$ cat config.mk
export PLATFORM = sky130hd
export DESIGN_NAME = midpoint_ellipse_outline_unit_flat
export DESIGN_NICKNAME = d
export VERILOG_FILES = /design/src/rtl/meo_pkg.sv /design/src/rtl/meo_in_if.sv /design/src/rtl/meo_out_if.sv /design/src/rtl/midpoint_ellipse_outline_unit.sv /design/src/rtl/meo_ctrl.sv /design/src/rtl/meo_datapath.sv /design/src/rtl/meo_emit.sv /design/src/flat_wrapper.sv
export SDC_FILE = /design/constraint.sdc
export NUM_CORES = 2
export LEC_CHECK = 0
export ABC_AREA = 1
export BUFFER_PORTS_ARGS = -buffer_cell sky130_fd_sc_hd__buf_2
export CORE_MARGIN = 3
export CORE_UTILIZATION = 30
export DETAILED_ROUTE_END_ITERATION = 12
export MAX_ROUTING_LAYER = met4
export PLACE_DENSITY = 0.49
export SYNTH_ARGS = -nofsm -noshare
export SYNTH_HDL_FRONTEND = slang
export SYNTH_SLANG_ARGS = --single-unit
$ cat constraint.sdc
create_clock -name clk -period 30.8 [get_ports clk]
set_input_delay 1.54 -clock clk [delete_from_list [all_inputs] [get_ports clk]]
set_output_delay 1.54 -clock clk [all_outputs]
set_load 0.01 [all_outputs]
$ cat src/rtl/meo_pkg.sv
// Package for the midpoint ellipse outline unit: field widths, controller
// states, datapath commands and the control/status structs.
// No dependencies; every other file of the block refers to it by scoped names.
package meo_pkg;

    // Fixed field widths of the channels
    localparam int COORD_W  = 16;
    localparam int RADIUS_W = 12;
    localparam int PIXEL_W  = 17;
    localparam int COLOR_W  = 32;

    // Controller states
    typedef enum logic [3:0] {
        ST_IDLE,
        ST_SQ_RX,
        ST_SQ_RY,
        ST_MUL_RY,
        ST_INIT_D,
        ST_MUL_P2,
        ST_SET_P2,
        ST_EVAL,
        ST_R2_SS,
        ST_R2_BT,
        ST_R2_AT,
        ST_R2_ADD,
        ST_R2_TRUNC,
        ST_NOPIX
    } ctrl_state_t;

    // Operand pairs of the shared multiplier
    typedef enum logic [3:0] {
        MUL_RX_RX,
        MUL_RY_RY,
        MUL_A2_RY,
        MUL_B2_X1,
        MUL_A2_Y21,
        MUL_T_T,
        MUL_S_S,
        MUL_B2_TMP,
        MUL_A2_TMP
    } mul_sel_t;

    // Register updates of the datapath
    typedef enum logic [3:0] {
        OP_NONE,
        OP_LOAD,
        OP_SET_A2,
        OP_SET_B2,
        OP_INIT_D,
        OP_SET_P1,
        OP_SET_P2,
        OP_R1_STEP,
        OP_ENTER_R2,
        OP_SET_TMP,
        OP_SET_TMP_SQB,
        OP_SET_D,
        OP_ADD_D4,
        OP_TRUNC_D,
        OP_R2_STEP
    } dp_op_t;

    typedef struct packed {
        dp_op_t   op;
        mul_sel_t mul_sel;
    } dp_cmd_t;

    typedef struct packed {
        logic active;
        logic region_two;
        logic slope_ok;
        logic d_nonneg;
        logic y_le_zero;
    } dp_status_t;

    typedef struct packed {
        logic launch;
        logic nopix;
        logic two_quads;
        logic done;
    } emit_cmd_t;

endpackage

$ cat src/rtl/meo_in_if.sv
// Input channel of the midpoint ellipse outline unit: valid/ready plus one item.
// Depends on meo_pkg for the field widths.
interface meo_in_if;
    logic                                valid;
    logic                                ready;
    logic                                func;
    logic signed [meo_pkg::COORD_W-1:0]  center_x;
    logic signed [meo_pkg::COORD_W-1:0]  center_y;
    logic        [meo_pkg::RADIUS_W-1:0] radius_x;
    logic        [meo_pkg::RADIUS_W-1:0] radius_y;
    logic        [meo_pkg::COLOR_W-1:0]  pixel_color;

    modport source
    (
        output valid, func, center_x, center_y, radius_x, radius_y, pixel_color,
        input  ready
    );

    modport sink
    (
        input  valid, func, center_x, center_y, radius_x, radius_y, pixel_color,
        output ready
    );
endinterface

$ cat src/rtl/meo_out_if.sv
// Output channel of the midpoint ellipse outline unit: valid/ready plus one pixel.
// Depends on meo_pkg for the field widths.
interface meo_out_if;
    logic                               valid;
    logic                               ready;
    logic signed [meo_pkg::PIXEL_W-1:0] pixel_x;
    logic signed [meo_pkg::PIXEL_W-1:0] pixel_y;
    logic        [meo_pkg::COLOR_W-1:0] out_color;
    logic                               no_pixel;
    logic                               last_of_step;
    logic                               ellipse_done;

    modport source
    (
        output valid, pixel_x, pixel_y, out_color, no_pixel, last_of_step, ellipse_done,
        input  ready
    );

    modport sink
    (
        input  valid, pixel_x, pixel_y, out_color, no_pixel, last_of_step, ellipse_done,
        output ready
    );
endinterface

$ cat src/rtl/midpoint_ellipse_outline_unit.sv
// Top level of the midpoint ellipse outline rasterizer.
// Depends on meo_pkg, meo_in_if, meo_out_if, meo_ctrl, meo_datapath, meo_emit.
//
// A start item (func = 0) loads center, radii and color, then squares the
// radii and sets up the decision value; it yields no pixel. A step item
// (func = 1) is evaluated, and the one step that crosses from region 1
// into region 2 also recomputes the decision value through the single
// shared multiplier. Its 4 or 8 pixels then leave one per cycle through
// the output register while the output is ready; the next item is taken
// while the previous pixels still drain. A step with no ellipse in
// progress gives one result flagged no_pixel. The last pixel of each step
// carries last_of_step, and the last pixel of the ellipse also carries
// ellipse_done. Radii use their low RADIUS_BITS bits.
module midpoint_ellipse_outline_unit #(
    parameter int RADIUS_BITS = 12
)
(
    input  logic     clk,
    input  logic     rst_n,
    meo_in_if.sink   req,
    meo_out_if.source pix
);

    localparam int RB = (RADIUS_BITS < meo_pkg::RADIUS_W) ? RADIUS_BITS : meo_pkg::RADIUS_W;
    localparam int XW = RB + 1;

    meo_pkg::dp_cmd_t    dp_cmd;
    meo_pkg::dp_status_t dp_status;
    meo_pkg::emit_cmd_t  emit_cmd;
    logic                emit_busy;
    logic                in_ready;

    logic [XW-1:0]                      cur_x;
    logic signed [XW-1:0]               cur_y;
    logic signed [meo_pkg::COORD_W-1:0] origin_x;
    logic signed [meo_pkg::COORD_W-1:0] origin_y;
    logic [meo_pkg::COLOR_W-1:0]        held_color;

    assign req.ready = in_ready;

    // Sequence the iteration
    meo_ctrl u_ctrl
    (
        .clk       (clk),
        .rst_n     (rst_n),
        .in_valid  (req.valid),
        .in_func   (req.func),
        .in_ready  (in_ready),
        .dp_status (dp_status),
        .emit_busy (emit_busy),
        .dp_cmd    (dp_cmd),
        .emit_cmd  (emit_cmd)
    );

    // Hold the ellipse state and do the arithmetic
    meo_datapath #(
        .RADIUS_BITS (RADIUS_BITS)
    ) u_datapath
    (
        .clk         (clk),
        .rst_n       (rst_n),
        .dp_cmd      (dp_cmd),
        .center_x    (req.center_x),
        .center_y    (req.center_y),
        .radius_x    (req.radius_x),
        .radius_y    (req.radius_y),
        .pixel_color (req.pixel_color),
        .dp_status   (dp_status),
        .cur_x       (cur_x),
        .cur_y       (cur_y),
        .origin_x    (origin_x),
        .origin_y    (origin_y),
        .held_color  (held_color)
    );

    // Expand quads into pixel transfers
    meo_emit #(
        .RADIUS_BITS (RADIUS_BITS)
    ) u_emit
    (
        .clk      (clk),
        .rst_n    (rst_n),
        .emit_cmd (emit_cmd),
        .dx       (cur_x),
        .dy       (cur_y),
        .origin_x (origin_x),
        .origin_y (origin_y),
        .color    (held_color),
        .busy     (emit_busy),
        .pix      (pix)
    );

endmodule

$ cat src/rtl/meo_ctrl.sv
// Controller of the midpoint ellipse outline unit: sequences the shared
// multiplier and the decision updates, and launches the pixel emitter.
// Depends on meo_pkg for states, commands and status structs.
module meo_ctrl
(
    input  logic                clk,
    input  logic                rst_n,
    input  logic                in_valid,
    input  logic                in_func,
    output logic                in_ready,
    input  meo_pkg::dp_status_t dp_status,
    input  logic                emit_busy,
    output meo_pkg::dp_cmd_t    dp_cmd,
    output meo_pkg::emit_cmd_t  emit_cmd
);

    meo_pkg::ctrl_state_t state_reg;
    meo_pkg::ctrl_state_t state_next;

    // State register
    always_ff @(posedge clk or negedge rst_n)
    begin
        if (!rst_n)
        begin
            state_reg <= meo_pkg::ST_IDLE;
        end
        else
        begin
            state_reg <= state_next;
        end
    end

    // Next state and commands
    always_comb
    begin
        state_next         = state_reg;
        in_ready           = 1'b0;
        dp_cmd.op          = meo_pkg::OP_NONE;
        dp_cmd.mul_sel     = meo_pkg::MUL_B2_X1;
        emit_cmd.launch    = 1'b0;
        emit_cmd.nopix     = 1'b0;
        emit_cmd.two_quads = 1'b0;
        emit_cmd.done      = 1'b0;

        unique case (state_reg)
            meo_pkg::ST_IDLE:
            begin
                // Keep b2*(x+1) ready in the product register while waiting
                in_ready = 1'b1;
                if (in_valid)
                begin
                    if (!in_func)
                    begin
                        dp_cmd.op  = meo_pkg::OP_LOAD;
                        state_next = meo_pkg::ST_SQ_RX;
                    end
                    else if (dp_status.active)
                    begin
                        state_next = meo_pkg::ST_MUL_P2;
                    end
                    else
                    begin
                        state_next = meo_pkg::ST_NOPIX;
                    end
                end
            end

            meo_pkg::ST_SQ_RX:
            begin
                dp_cmd.mul_sel = meo_pkg::MUL_RX_RX;
                state_next     = meo_pkg::ST_SQ_RY;
            end

            meo_pkg::ST_SQ_RY:
            begin
                dp_cmd.op      = meo_pkg::OP_SET_A2;
                dp_cmd.mul_sel = meo_pkg::MUL_RY_RY;
                state_next     = meo_pkg::ST_MUL_RY;
            end

            meo_pkg::ST_MUL_RY:
            begin
                dp_cmd.op      = meo_pkg::OP_SET_B2;
                dp_cmd.mul_sel = meo_pkg::MUL_A2_RY;
                state_next     = meo_pkg::ST_INIT_D;
            end

            meo_pkg::ST_INIT_D:
            begin
                dp_cmd.op  = meo_pkg::OP_INIT_D;
                state_next = meo_pkg::ST_IDLE;
            end

            meo_pkg::ST_MUL_P2:
            begin
                dp_cmd.op      = meo_pkg::OP_SET_P1;
                dp_cmd.mul_sel = meo_pkg::MUL_A2_Y21;
                state_next     = meo_pkg::ST_SET_P2;
            end

            meo_pkg::ST_SET_P2:
            begin
                dp_cmd.op  = meo_pkg::OP_SET_P2;
                state_next = meo_pkg::ST_EVAL;
            end

            meo_pkg::ST_EVAL:
            begin
                priority if (!dp_status.region_two && !dp_status.slope_ok)
                begin
                    // Slope test failed: switch to region 2, start (2x+1)^2
                    dp_cmd.op      = meo_pkg::OP_ENTER_R2;
                    dp_cmd.mul_sel = meo_pkg::MUL_T_T;
                    state_next     = meo_pkg::ST_R2_SS;
                end
                else if (emit_busy)
                begin
                    state_next = meo_pkg::ST_EVAL;
                end
                else if (!dp_status.region_two)
                begin
                    dp_cmd.op          = meo_pkg::OP_R1_STEP;
                    emit_cmd.launch    = 1'b1;
                    emit_cmd.two_quads = dp_status.d_nonneg;
                    state_next         = meo_pkg::ST_IDLE;
                end
                else
                begin
                    dp_cmd.op       = meo_pkg::OP_R2_STEP;
                    emit_cmd.launch = 1'b1;
                    emit_cmd.done   = dp_status.y_le_zero;
                    state_next      = meo_pkg::ST_IDLE;
                end
            end

            meo_pkg::ST_R2_SS:
            begin
                dp_cmd.op      = meo_pkg::OP_SET_TMP;
                dp_cmd.mul_sel = meo_pkg::MUL_S_S;
                state_next     = meo_pkg::ST_R2_BT;
            end

            meo_pkg::ST_R2_BT:
            begin
                dp_cmd.op      = meo_pkg::OP_SET_TMP_SQB;
                dp_cmd.mul_sel = meo_pkg::MUL_B2_TMP;
                state_next     = meo_pkg::ST_R2_AT;
            end

            meo_pkg::ST_R2_AT:
            begin
                dp_cmd.op      = meo_pkg::OP_SET_D;
                dp_cmd.mul_sel = meo_pkg::MUL_A2_TMP;
                state_next     = meo_pkg::ST_R2_ADD;
            end

            meo_pkg::ST_R2_ADD:
            begin
                dp_cmd.op  = meo_pkg::OP_ADD_D4;
                state_next = meo_pkg::ST_R2_TRUNC;
            end

            meo_pkg::ST_R2_TRUNC:
            begin
                dp_cmd.op  = meo_pkg::OP_TRUNC_D;
                state_next = meo_pkg::ST_EVAL;
            end

            meo_pkg::ST_NOPIX:
            begin
                if (!emit_busy)
                begin
                    emit_cmd.launch = 1'b1;
                    emit_cmd.nopix  = 1'b1;
                    state_next      = meo_pkg::ST_IDLE;
                end
            end

            default:
            begin
                state_next = meo_pkg::ST_IDLE;
            end
        endcase
    end

endmodule

$ cat src/rtl/meo_datapath.sv
// Datapath of the midpoint ellipse outline unit: ellipse state, one shared
// registered multiplier and the decision-variable adder.
// Depends on meo_pkg for widths, command and status types.
module meo_datapath #(
    parameter int RADIUS_BITS = 12
)
(
    input  logic                                clk,
    input  logic                                rst_n,
    input  meo_pkg::dp_cmd_t                    dp_cmd,
    input  logic signed [meo_pkg::COORD_W-1:0]  center_x,
    input  logic signed [meo_pkg::COORD_W-1:0]  center_y,
    input  logic        [meo_pkg::RADIUS_W-1:0] radius_x,
    input  logic        [meo_pkg::RADIUS_W-1:0] radius_y,
    input  logic        [meo_pkg::COLOR_W-1:0]  pixel_color,
    output meo_pkg::dp_status_t                 dp_status,
    output logic [((RADIUS_BITS < meo_pkg::RADIUS_W) ?
                   RADIUS_BITS : meo_pkg::RADIUS_W):0] cur_x,
    output logic signed [((RADIUS_BITS < meo_pkg::RADIUS_W) ?
                   RADIUS_BITS : meo_pkg::RADIUS_W):0] cur_y,
    output logic signed [meo_pkg::COORD_W-1:0]  origin_x,
    output logic signed [meo_pkg::COORD_W-1:0]  origin_y,
    output logic        [meo_pkg::COLOR_W-1:0]  held_color
);

    localparam int RB = (RADIUS_BITS < meo_pkg::RADIUS_W) ? RADIUS_BITS : meo_pkg::RADIUS_W;
    localparam int XW = RB + 1;
    localparam int SW = 2 * RB;
    localparam int OW = 2 * RB + 4;
    localparam int PW = 2 * OW;
    localparam int DW = 4 * RB + 6;

    localparam logic signed [OW-1:0] ONE_O   = OW'(1);
    localparam logic signed [DW-1:0] THREE_D = DW'(3);

    logic        [RB-1:0]              rx_reg;
    logic        [RB-1:0]              ry_reg;
    logic signed [meo_pkg::COORD_W-1:0] ox_reg;
    logic signed [meo_pkg::COORD_W-1:0] oy_reg;
    logic        [meo_pkg::COLOR_W-1:0] color_reg;
    logic        [XW-1:0]              x_reg;
    logic signed [XW-1:0]              y_reg;
    logic        [SW-1:0]              a2_reg;
    logic        [SW-1:0]              b2_reg;
    logic signed [PW-1:0]              prod_reg;
    logic signed [DW-1:0]              d_reg;
    logic signed [DW-1:0]              p1_reg;
    logic signed [DW-1:0]              p2_reg;
    logic signed [OW-1:0]              tmp_reg;
    logic                              active_reg;
    logic                              region2_reg;

    logic signed [OW-1:0] xs;
    logic signed [OW-1:0] ys;
    logic signed [OW-1:0] mul_a;
    logic signed [OW-1:0] mul_b;
    logic signed [DW-1:0] prod_d;
    logic signed [DW-1:0] a2_d;
    logic signed [DW-1:0] b2_d;
    logic signed [DW-1:0] d_trunc;
    logic        [RB-1:0] rx_in;
    logic        [RB-1:0] ry_in;

    assign rx_in  = radius_x[RB-1:0];
    assign ry_in  = radius_y[RB-1:0];
    assign xs     = $signed({{(OW-XW){1'b0}}, x_reg});
    assign ys     = {{(OW-XW){y_reg[XW-1]}}, y_reg};
    assign prod_d = $signed(prod_reg[DW-1:0]);
    assign a2_d   = $signed({{(DW-SW){1'b0}}, a2_reg});
    assign b2_d   = $signed({{(DW-SW){1'b0}}, b2_reg});

    // Truncate d/4 toward zero
    assign d_trunc = d_reg[DW-1] ? ((d_reg + THREE_D) >>> 2) : (d_reg >>> 2);

    // Select multiplier operands
    always_comb
    begin
        mul_a = $signed({{(OW-SW){1'b0}}, b2_reg});
        mul_b = xs + ONE_O;
        unique case (dp_cmd.mul_sel)
            meo_pkg::MUL_RX_RX:
            begin
                mul_a = $signed({{(OW-RB){1'b0}}, rx_reg});
                mul_b = $signed({{(OW-RB){1'b0}}, rx_reg});
            end
            meo_pkg::MUL_RY_RY:
            begin
                mul_a = $signed({{(OW-RB){1'b0}}, ry_reg});
                mul_b = $signed({{(OW-RB){1'b0}}, ry_reg});
            end
            meo_pkg::MUL_A2_RY:
            begin
                mul_a = $signed({{(OW-SW){1'b0}}, a2_reg});
                mul_b = $signed({{(OW-RB){1'b0}}, ry_reg});
            end
            meo_pkg::MUL_B2_X1:
            begin
                mul_a = $signed({{(OW-SW){1'b0}}, b2_reg});
                mul_b = xs + ONE_O;
            end
            meo_pkg::MUL_A2_Y21:
            begin
                mul_a = $signed({{(OW-SW){1'b0}}, a2_reg});
                mul_b = (ys <<< 1) - ONE_O;
            end
            meo_pkg::MUL_T_T:
            begin
                mul_a = (xs <<< 1) + ONE_O;
                mul_b = (xs <<< 1) + ONE_O;
            end
            meo_pkg::MUL_S_S:
            begin
                mul_a = ys - ONE_O;
                mul_b = ys - ONE_O;
            end
            meo_pkg::MUL_B2_TMP:
            begin
                mul_a = $signed({{(OW-SW){1'b0}}, b2_reg});
                mul_b = tmp_reg;
            end
            meo_pkg::MUL_A2_TMP:
            begin
                mul_a = $signed({{(OW-SW){1'b0}}, a2_reg});
                mul_b = tmp_reg;
            end
            default:
            begin
                mul_a = $signed({{(OW-SW){1'b0}}, b2_reg});
                mul_b = xs + ONE_O;
            end
        endcase
    end

    // Register the product every cycle
    always_ff @(posedge clk)
    begin
        prod_reg <= mul_a * mul_b;
    end

    // Control flags of the ellipse
    always_ff @(posedge clk or negedge rst_n)
    begin
        if (!rst_n)
        begin
            active_reg  <= 1'b0;
            region2_reg <= 1'b0;
        end
        else
        begin
            unique case (dp_cmd.op)
                meo_pkg::OP_LOAD:
                begin
                    active_reg  <= (rx_in != '0) && (ry_in != '0);
                    region2_reg <= 1'b0;
                end
                meo_pkg::OP_ENTER_R2:
                begin
                    region2_reg <= 1'b1;
                end
                meo_pkg::OP_R2_STEP:
                begin
                    if (dp_status.y_le_zero)
                    begin
                        active_reg <= 1'b0;
                    end
                end
                default:
                begin
                    active_reg  <= active_reg;
                end
            endcase
        end
    end

    // Payload registers: geometry, squares, products and the decision value
    always_ff @(posedge clk)
    begin
        unique case (dp_cmd.op)
            meo_pkg::OP_LOAD:
            begin
                rx_reg    <= rx_in;
                ry_reg    <= ry_in;
                ox_reg    <= center_x;
                oy_reg    <= center_y;
                color_reg <= pixel_color;
                x_reg     <= '0;
                y_reg     <= $signed({1'b0, ry_in});
            end
            meo_pkg::OP_SET_A2:
            begin
                a2_reg <= prod_reg[SW-1:0];
            end
            meo_pkg::OP_SET_B2:
            begin
                b2_reg <= prod_reg[SW-1:0];
            end
            meo_pkg::OP_INIT_D:
            begin
                d_reg <= b2_d - prod_d + (a2_d >>> 2);
            end
            meo_pkg::OP_SET_P1:
            begin
                p1_reg <= prod_d;
            end
            meo_pkg::OP_SET_P2:
            begin
                p2_reg <= prod_d;
            end
            meo_pkg::OP_R1_STEP:
            begin
                // d += b2*(2x+3), and on a row step also -= a2*(2y-2)
                if (d_reg[DW-1])
                begin
                    d_reg <= d_reg + (p1_reg <<< 1) + b2_d;
                end
                else
                begin
                    d_reg <= d_reg + (p1_reg <<< 1) + b2_d - p2_reg + a2_d;
                    y_reg <= y_reg - XW'(1);
                end
                x_reg <= x_reg + XW'(1);
            end
            meo_pkg::OP_SET_TMP:
            begin
                tmp_reg <= $signed(prod_reg[OW-1:0]);
            end
            meo_pkg::OP_SET_TMP_SQB:
            begin
                tmp_reg <= $signed(prod_reg[OW-1:0]) - $signed({{(OW-SW){1'b0}}, b2_reg});
            end
            meo_pkg::OP_SET_D:
            begin
                d_reg <= prod_d;
            end
            meo_pkg::OP_ADD_D4:
            begin
                d_reg <= d_reg + (prod_d <<< 2);
            end
            meo_pkg::OP_TRUNC_D:
            begin
                d_reg <= d_trunc;
            end
            meo_pkg::OP_R2_STEP:
            begin
                // d += a2*(3-2y), plus 2*b2*(x+1) when x advances
                if (!d_reg[DW-1] && (d_reg != '0))
                begin
                    d_reg <= d_reg + (a2_d <<< 1) - p2_reg;
                end
                else
                begin
                    d_reg <= d_reg + (p1_reg <<< 1) + (a2_d <<< 1) - p2_reg;
                    x_reg <= x_reg + XW'(1);
                end
                y_reg <= y_reg - XW'(1);
            end
            default:
            begin
                d_reg <= d_reg;
            end
        endcase
    end

    // Status toward the controller
    assign dp_status.active     = active_reg;
    assign dp_status.region_two = region2_reg;
    assign dp_status.slope_ok   = (p1_reg <<< 1) < p2_reg;
    assign dp_status.d_nonneg   = !d_reg[DW-1];
    assign dp_status.y_le_zero  = y_reg[XW-1] || (y_reg == '0);

    assign cur_x      = x_reg;
    assign cur_y      = y_reg;
    assign origin_x   = ox_reg;
    assign origin_y   = oy_reg;
    assign held_color = color_reg;

endmodule

$ cat src/rtl/meo_emit.sv
// Pixel emitter of the midpoint ellipse outline unit: expands one or two
// mirrored quads into single pixels and holds them in the output register.
// Depends on meo_pkg and meo_out_if.
module meo_emit #(
    parameter int RADIUS_BITS = 12
)
(
    input  logic                               clk,
    input  logic                               rst_n,
    input  meo_pkg::emit_cmd_t                 emit_cmd,
    input  logic [((RADIUS_BITS < meo_pkg::RADIUS_W) ?
                   RADIUS_BITS : meo_pkg::RADIUS_W):0] dx,
    input  logic signed [((RADIUS_BITS < meo_pkg::RADIUS_W) ?
                   RADIUS_BITS : meo_pkg::RADIUS_W):0] dy,
    input  logic signed [meo_pkg::COORD_W-1:0] origin_x,
    input  logic signed [meo_pkg::COORD_W-1:0] origin_y,
    input  logic        [meo_pkg::COLOR_W-1:0] color,
    output logic                               busy,
    meo_out_if.source                          pix
);

    localparam int RB = (RADIUS_BITS < meo_pkg::RADIUS_W) ? RADIUS_BITS : meo_pkg::RADIUS_W;
    localparam int XW = RB + 1;
    localparam int PXW = meo_pkg::PIXEL_W;

    logic                               busy_reg;
    logic [1:0]                         idx_reg;
    logic                               second_reg;
    logic                               nopix_reg;
    logic                               done_reg;
    logic [XW-1:0]                      dx_reg;
    logic signed [XW-1:0]               dy_reg;
    logic signed [meo_pkg::COORD_W-1:0] ox_reg;
    logic signed [meo_pkg::COORD_W-1:0] oy_reg;
    logic [meo_pkg::COLOR_W-1:0]        color_reg;

    logic                               out_valid_reg;
    logic signed [PXW-1:0]              px_reg;
    logic signed [PXW-1:0]              py_reg;
    logic [meo_pkg::COLOR_W-1:0]        ocolor_reg;
    logic                               onopix_reg;
    logic                               olast_reg;
    logic                               odone_reg;

    logic                  slot_free;
    logic                  emit_now;
    logic                  quad_end;
    logic signed [PXW-1:0] dx_e;
    logic signed [PXW-1:0] dy_e;
    logic signed [PXW-1:0] ox_e;
    logic signed [PXW-1:0] oy_e;
    logic signed [PXW-1:0] px_next;
    logic signed [PXW-1:0] py_next;

    assign slot_free = !out_valid_reg || pix.ready;
    assign emit_now  = busy_reg && slot_free;
    assign quad_end  = (idx_reg == 2'd3);

    // Mirror the current point around the origin; bit 0 flips x, bit 1 flips y
    assign dx_e    = $signed({{(PXW-XW){1'b0}}, dx_reg});
    assign dy_e    = {{(PXW-XW){dy_reg[XW-1]}}, dy_reg};
    assign ox_e    = {ox_reg[meo_pkg::COORD_W-1], ox_reg};
    assign oy_e    = {oy_reg[meo_pkg::COORD_W-1], oy_reg};
    assign px_next = idx_reg[0] ? (ox_e - dx_e) : (ox_e + dx_e);
    assign py_next = idx_reg[1] ? (oy_e - dy_e) : (oy_e + dy_e);

    // Sequencer control
    always_ff @(posedge clk or negedge rst_n)
    begin
        if (!rst_n)
        begin
            busy_reg      <= 1'b0;
            out_valid_reg <= 1'b0;
            idx_reg       <= 2'd0;
            second_reg    <= 1'b0;
            nopix_reg     <= 1'b0;
            done_reg      <= 1'b0;
        end
        else
        begin
            if (slot_free)
            begin
                out_valid_reg <= busy_reg;
            end

            priority if (emit_cmd.launch && !busy_reg)
            begin
                busy_reg   <= 1'b1;
                idx_reg    <= 2'd0;
                second_reg <= emit_cmd.two_quads;
                nopix_reg  <= emit_cmd.nopix;
                done_reg   <= emit_cmd.done;
            end
            else if (emit_now)
            begin
                if (nopix_reg)
                begin
                    busy_reg <= 1'b0;
                end
                else if (quad_end)
                begin
                    idx_reg <= 2'd0;
                    if (second_reg)
                    begin
                        second_reg <= 1'b0;
                    end
                    else
                    begin
                        busy_reg <= 1'b0;
                    end
                end
                else
                begin
                    idx_reg <= idx_reg + 2'd1;
                end
            end
            else
            begin
                busy_reg <= busy_reg;
            end
        end
    end

    // Latch the point and origin on launch; step one row inward for the second quad
    always_ff @(posedge clk)
    begin
        if (emit_cmd.launch && !busy_reg)
        begin
            dx_reg    <= dx;
            dy_reg    <= dy;
            ox_reg    <= origin_x;
            oy_reg    <= origin_y;
            color_reg <= color;
        end
        else if (emit_now && quad_end && second_reg)
        begin
            dy_reg <= dy_reg - XW'(1);
        end
    end

    // Output register
    always_ff @(posedge clk)
    begin
        if (emit_now)
        begin
            if (nopix_reg)
            begin
                px_reg     <= '0;
                py_reg     <= '0;
                ocolor_reg <= '0;
                onopix_reg <= 1'b1;
                olast_reg  <= 1'b1;
                odone_reg  <= 1'b0;
            end
            else
            begin
                px_reg     <= px_next;
                py_reg     <= py_next;
                ocolor_reg <= color_reg;
                onopix_reg <= 1'b0;
                olast_reg  <= quad_end && !second_reg;
                odone_reg  <= quad_end && !second_reg && done_reg;
            end
        end
    end

    assign busy             = busy_reg;
    assign pix.valid        = out_valid_reg;
    assign pix.pixel_x      = px_reg;
    assign pix.pixel_y      = py_reg;
    assign pix.out_color    = ocolor_reg;
    assign pix.no_pixel     = onopix_reg;
    assign pix.last_of_step = olast_reg;
    assign pix.ellipse_done = odone_reg;

endmodule
$ cat src/flat_wrapper.sv
// flat-port wrapper written by rule: the top's interface ports become plain ports
module midpoint_ellipse_outline_unit_flat 
#(
    parameter int RADIUS_BITS = 12
)
  (clk, rst_n, req_valid, req_func, req_center_x, req_center_y, req_radius_x, req_radius_y, req_pixel_color, req_ready, pix_valid, pix_pixel_x, pix_pixel_y, pix_out_color, pix_no_pixel, pix_last_of_step, pix_ellipse_done, pix_ready);
  meo_in_if req_i ();
  meo_out_if pix_i ();
  input  logic clk;
  input  logic rst_n;
  input wire logic [$bits(req_i.valid)-1:0] req_valid;
  input wire logic [$bits(req_i.func)-1:0] req_func;
  input wire logic [$bits(req_i.center_x)-1:0] req_center_x;
  input wire logic [$bits(req_i.center_y)-1:0] req_center_y;
  input wire logic [$bits(req_i.radius_x)-1:0] req_radius_x;
  input wire logic [$bits(req_i.radius_y)-1:0] req_radius_y;
  input wire logic [$bits(req_i.pixel_color)-1:0] req_pixel_color;
  output wire logic [$bits(req_i.ready)-1:0] req_ready;
  output wire logic [$bits(pix_i.valid)-1:0] pix_valid;
  output wire logic [$bits(pix_i.pixel_x)-1:0] pix_pixel_x;
  output wire logic [$bits(pix_i.pixel_y)-1:0] pix_pixel_y;
  output wire logic [$bits(pix_i.out_color)-1:0] pix_out_color;
  output wire logic [$bits(pix_i.no_pixel)-1:0] pix_no_pixel;
  output wire logic [$bits(pix_i.last_of_step)-1:0] pix_last_of_step;
  output wire logic [$bits(pix_i.ellipse_done)-1:0] pix_ellipse_done;
  input wire logic [$bits(pix_i.ready)-1:0] pix_ready;
  assign req_i.valid = req_valid;
  assign req_i.func = req_func;
  assign req_i.center_x = req_center_x;
  assign req_i.center_y = req_center_y;
  assign req_i.radius_x = req_radius_x;
  assign req_i.radius_y = req_radius_y;
  assign req_i.pixel_color = req_pixel_color;
  assign req_ready = req_i.ready;
  assign pix_valid = pix_i.valid;
  assign pix_pixel_x = pix_i.pixel_x;
  assign pix_pixel_y = pix_i.pixel_y;
  assign pix_out_color = pix_i.out_color;
  assign pix_no_pixel = pix_i.no_pixel;
  assign pix_last_of_step = pix_i.last_of_step;
  assign pix_ellipse_done = pix_i.ellipse_done;
  assign pix_i.ready = pix_ready;
  midpoint_ellipse_outline_unit #(.RADIUS_BITS(RADIUS_BITS)) u_core (.clk(clk), .rst_n(rst_n), .req(req_i), .pix(pix_i));
endmodule
==> impl_metrics.tcl <==
set metrics [dict create \
    slew_violations 3 \
    synth_warnings 0 \
    final_nets 12067 \
    drc_errors 0 \
    finalCriticalPeriod_ns 11.68 \
    endpoint_kind "register" \
    synth-seq-cells 577 \
    htreeDepth 3 \
    grt.overflow.total 0 \
    fmax_mhz 85.6 \
    cp-start-kind "register" \
    clk_pin_slew_ns 0.08 \
    cts_resized 0 \
    rsz0062_at_grt "no" \
    fin_skew_ns 0.0775 \
    yosys.area.top_type_share 0.215 \
    yosysTopAreaCell "fa_1" \
    tightest_slew_ns 1.63 \
    die_h_um 521 \
    dp_hpwl_mm 330 \
    num_rows 188 \
    synth_enable_flop_cells 510 \
    clock_latency_ns 0.74 \
    grt_pass1_vias 73462 \
    holdPathStages 0 \
    netlist_area_um2 79600 \
    synth_area_leaders "fa_1, edfxtp_1, ha_1" \
    cts_buffer_depth 3 \
    drt-total-wl_mm 392 \
    layout-drive-gt1-share 0.0576 \
    drt-initial-drc-count 8059 \
    die_w_um 521 \
    grt_max_degree 70 \
    syn2layout_area_growth_pct 9.56 \
    io-pin-count 164 \
    design.core.area_um2 263000 \
    tritoncts "done" \
    dp.cells 13868 \
    critPathSlowestCell "fa_1" \
    postCtsHoldBufs 0 \
    cts_made_buffers 70 \
    die_area_um2 271000 \
    final.period_utilization 0.379 \
    antenna_found_initial 26 \
    ys_seq_area_frac 0.210 \
    multiInputGateArea_um2 54700 \
    critPathMaxStageDelay_ns 0.90 \
    cts_root_buf "clkbuf_16" \
    num_vias 74091 \
    status "finished, violations left" \
    post_cts_buffers 0 \
    synth.net_count 11900 \
    start_util 0.302 \
    grt_use_total 0.290 \
    ff2ff_path_depth 39 \
    clock_sinks 577 \
    ant_nets 0 \
    relSlewSlack -0.0881 \
    violations "max-capacitance violations, max-slew violations" \
    syn_area_per_cell_um2 7.76 \
    hold_path_class "reg -> reg" \
    setup_violations 0 \
    numPortBuffers 163 \
    hold_viol 0 \
    gp_congestion 1.14 \
    rrSetupSlack_ns 19.12 \
    vias_per_cell 5.29 \
    critPathRequiredTime_ns 31.40 \
    wl_per_cell_um 28.0 \
    firstDrtPassIters 6 \
    max_cap_violations 1 \
    n_fill_cell 28066 \
    final_cell_mix "nand2_1, inv_1, nor2_1" \
    fin_cells 14006 \
    synthDistinctLibCells 79 \
    grt_first_pass_wirelength_mm 549 \
    ys_async_sr_fraction 0.0225 \
    synth-main-ff-cell "edfxtp_1" \
    register_area_um2 16700 \
    path_class "reg -> reg" \
    tns_ns 0 \
    netlist_instances 10258 \
    final_common_cell "nand2_1" \
    cp_max_fo 15 \
    critPathArrivalTime_ns 12.29 \
]
==> logic make-up after synthesis <==
| group | share of synthesized area |
|---|---|
| buffers and inverters | 0.104 |
| AO/OA/AOI/OAI | 0.104 |
| adder cells (fa/ha/maj) | 0.324 |
| flip-flops | 0.210 |
| XOR/XNOR | 0.0358 |
| AND/OR/NAND/NOR | 0.222 |
==> metrics by stage <==
stage	setup WS, ns	util	instance area (um2)	hold slack, ns
6_report	19.12	0.331	87200	0.416
5_1_grt	18.59	0.331	87200	0.423
4_1_cts	19.22	0.331	87100	0.416
3_5_place_dp	19.26	0.322	84800	0.405
3_3_place_gp	19.33	0.322	84800	0.401
2_1_floorplan	20.97	-	79600	0.400
==> routing by layer <==
layer  share of wire  wire [um]  global-route usage  vias to the layer above
met5               0          0                   -                        -
met4           0.070      27500               0.164                        0
met3           0.075      29200              0.0443                      727
met2            0.44     173000               0.443                     3355
met1            0.41     162000               0.366                    36835
li1                -          -                   -                    33174
==> critical path: cells and delay by family, from the launching register on <==
family / cells / cell delay [ns]
adders and majority gates: 10 / 5.21
AOI/OAI and AO/OA: 3 / 1.16
DFF: 1 / 0.38
xor gates and xnor gates: 1 / 0.16
and+or+nand+nor: 16 / 3.00
buffers and inverters: 9 / 1.63
==> path summary, 6_finish.rpt <==
path                                                   from                              to
max reg2reg                     u_core.u_datapath.p2_reg[5]  u_core.u_datapath.prod_reg[48]
max in group asynchronous                             rst_n         u_core.u_emit.nopix_reg
min reg2reg                u_core.u_datapath.held_color[24]     u_core.u_emit.color_reg[24]
min in group asynchronous                             rst_n      u_core.u_ctrl.state_reg[0]
max                             u_core.u_datapath.p2_reg[5]  u_core.u_datapath.prod_reg[48]
min                        u_core.u_datapath.held_color[24]     u_core.u_emit.color_reg[24]
==> Yosys cell counts, types with 37 or more instances <==
library cell and n:
o211ai_1 53, dfxtp_1 54, o21ai_0 416, nand4_1 89
inv_2 43, buf_2 74, fa_1 854, nor2_1 1078
xnor2_1 128, a21oi_1 575, a21o_1 61, xor2_1 197
ha_1 695, clkbuf_1 75, o21bai_1 37, or2_2 62
a31oi_1 82, inv_1 1897, edfxtp_1 510, nand3_1 468
nor3_1 102, nand2_1 2261, o21a_1 39, nor4_1 59
==> final cells by class <==
type / count / area share
inverter: 1950 / 0.0841
sequential: 577 / 0.192
timing repair buffer: 279 / 0.0194
tap: 3515 / 0.0505
clock inverter: 40 / 0.00475
multi-input combinational: 7547 / 0.627
antenna: 11 / 0.000316
clock buffer: 87 / 0.0219
Power is left out: the tool's default activity adds up to more than one toggle a clock period on the data nets, which glitch-free logic cannot reach.
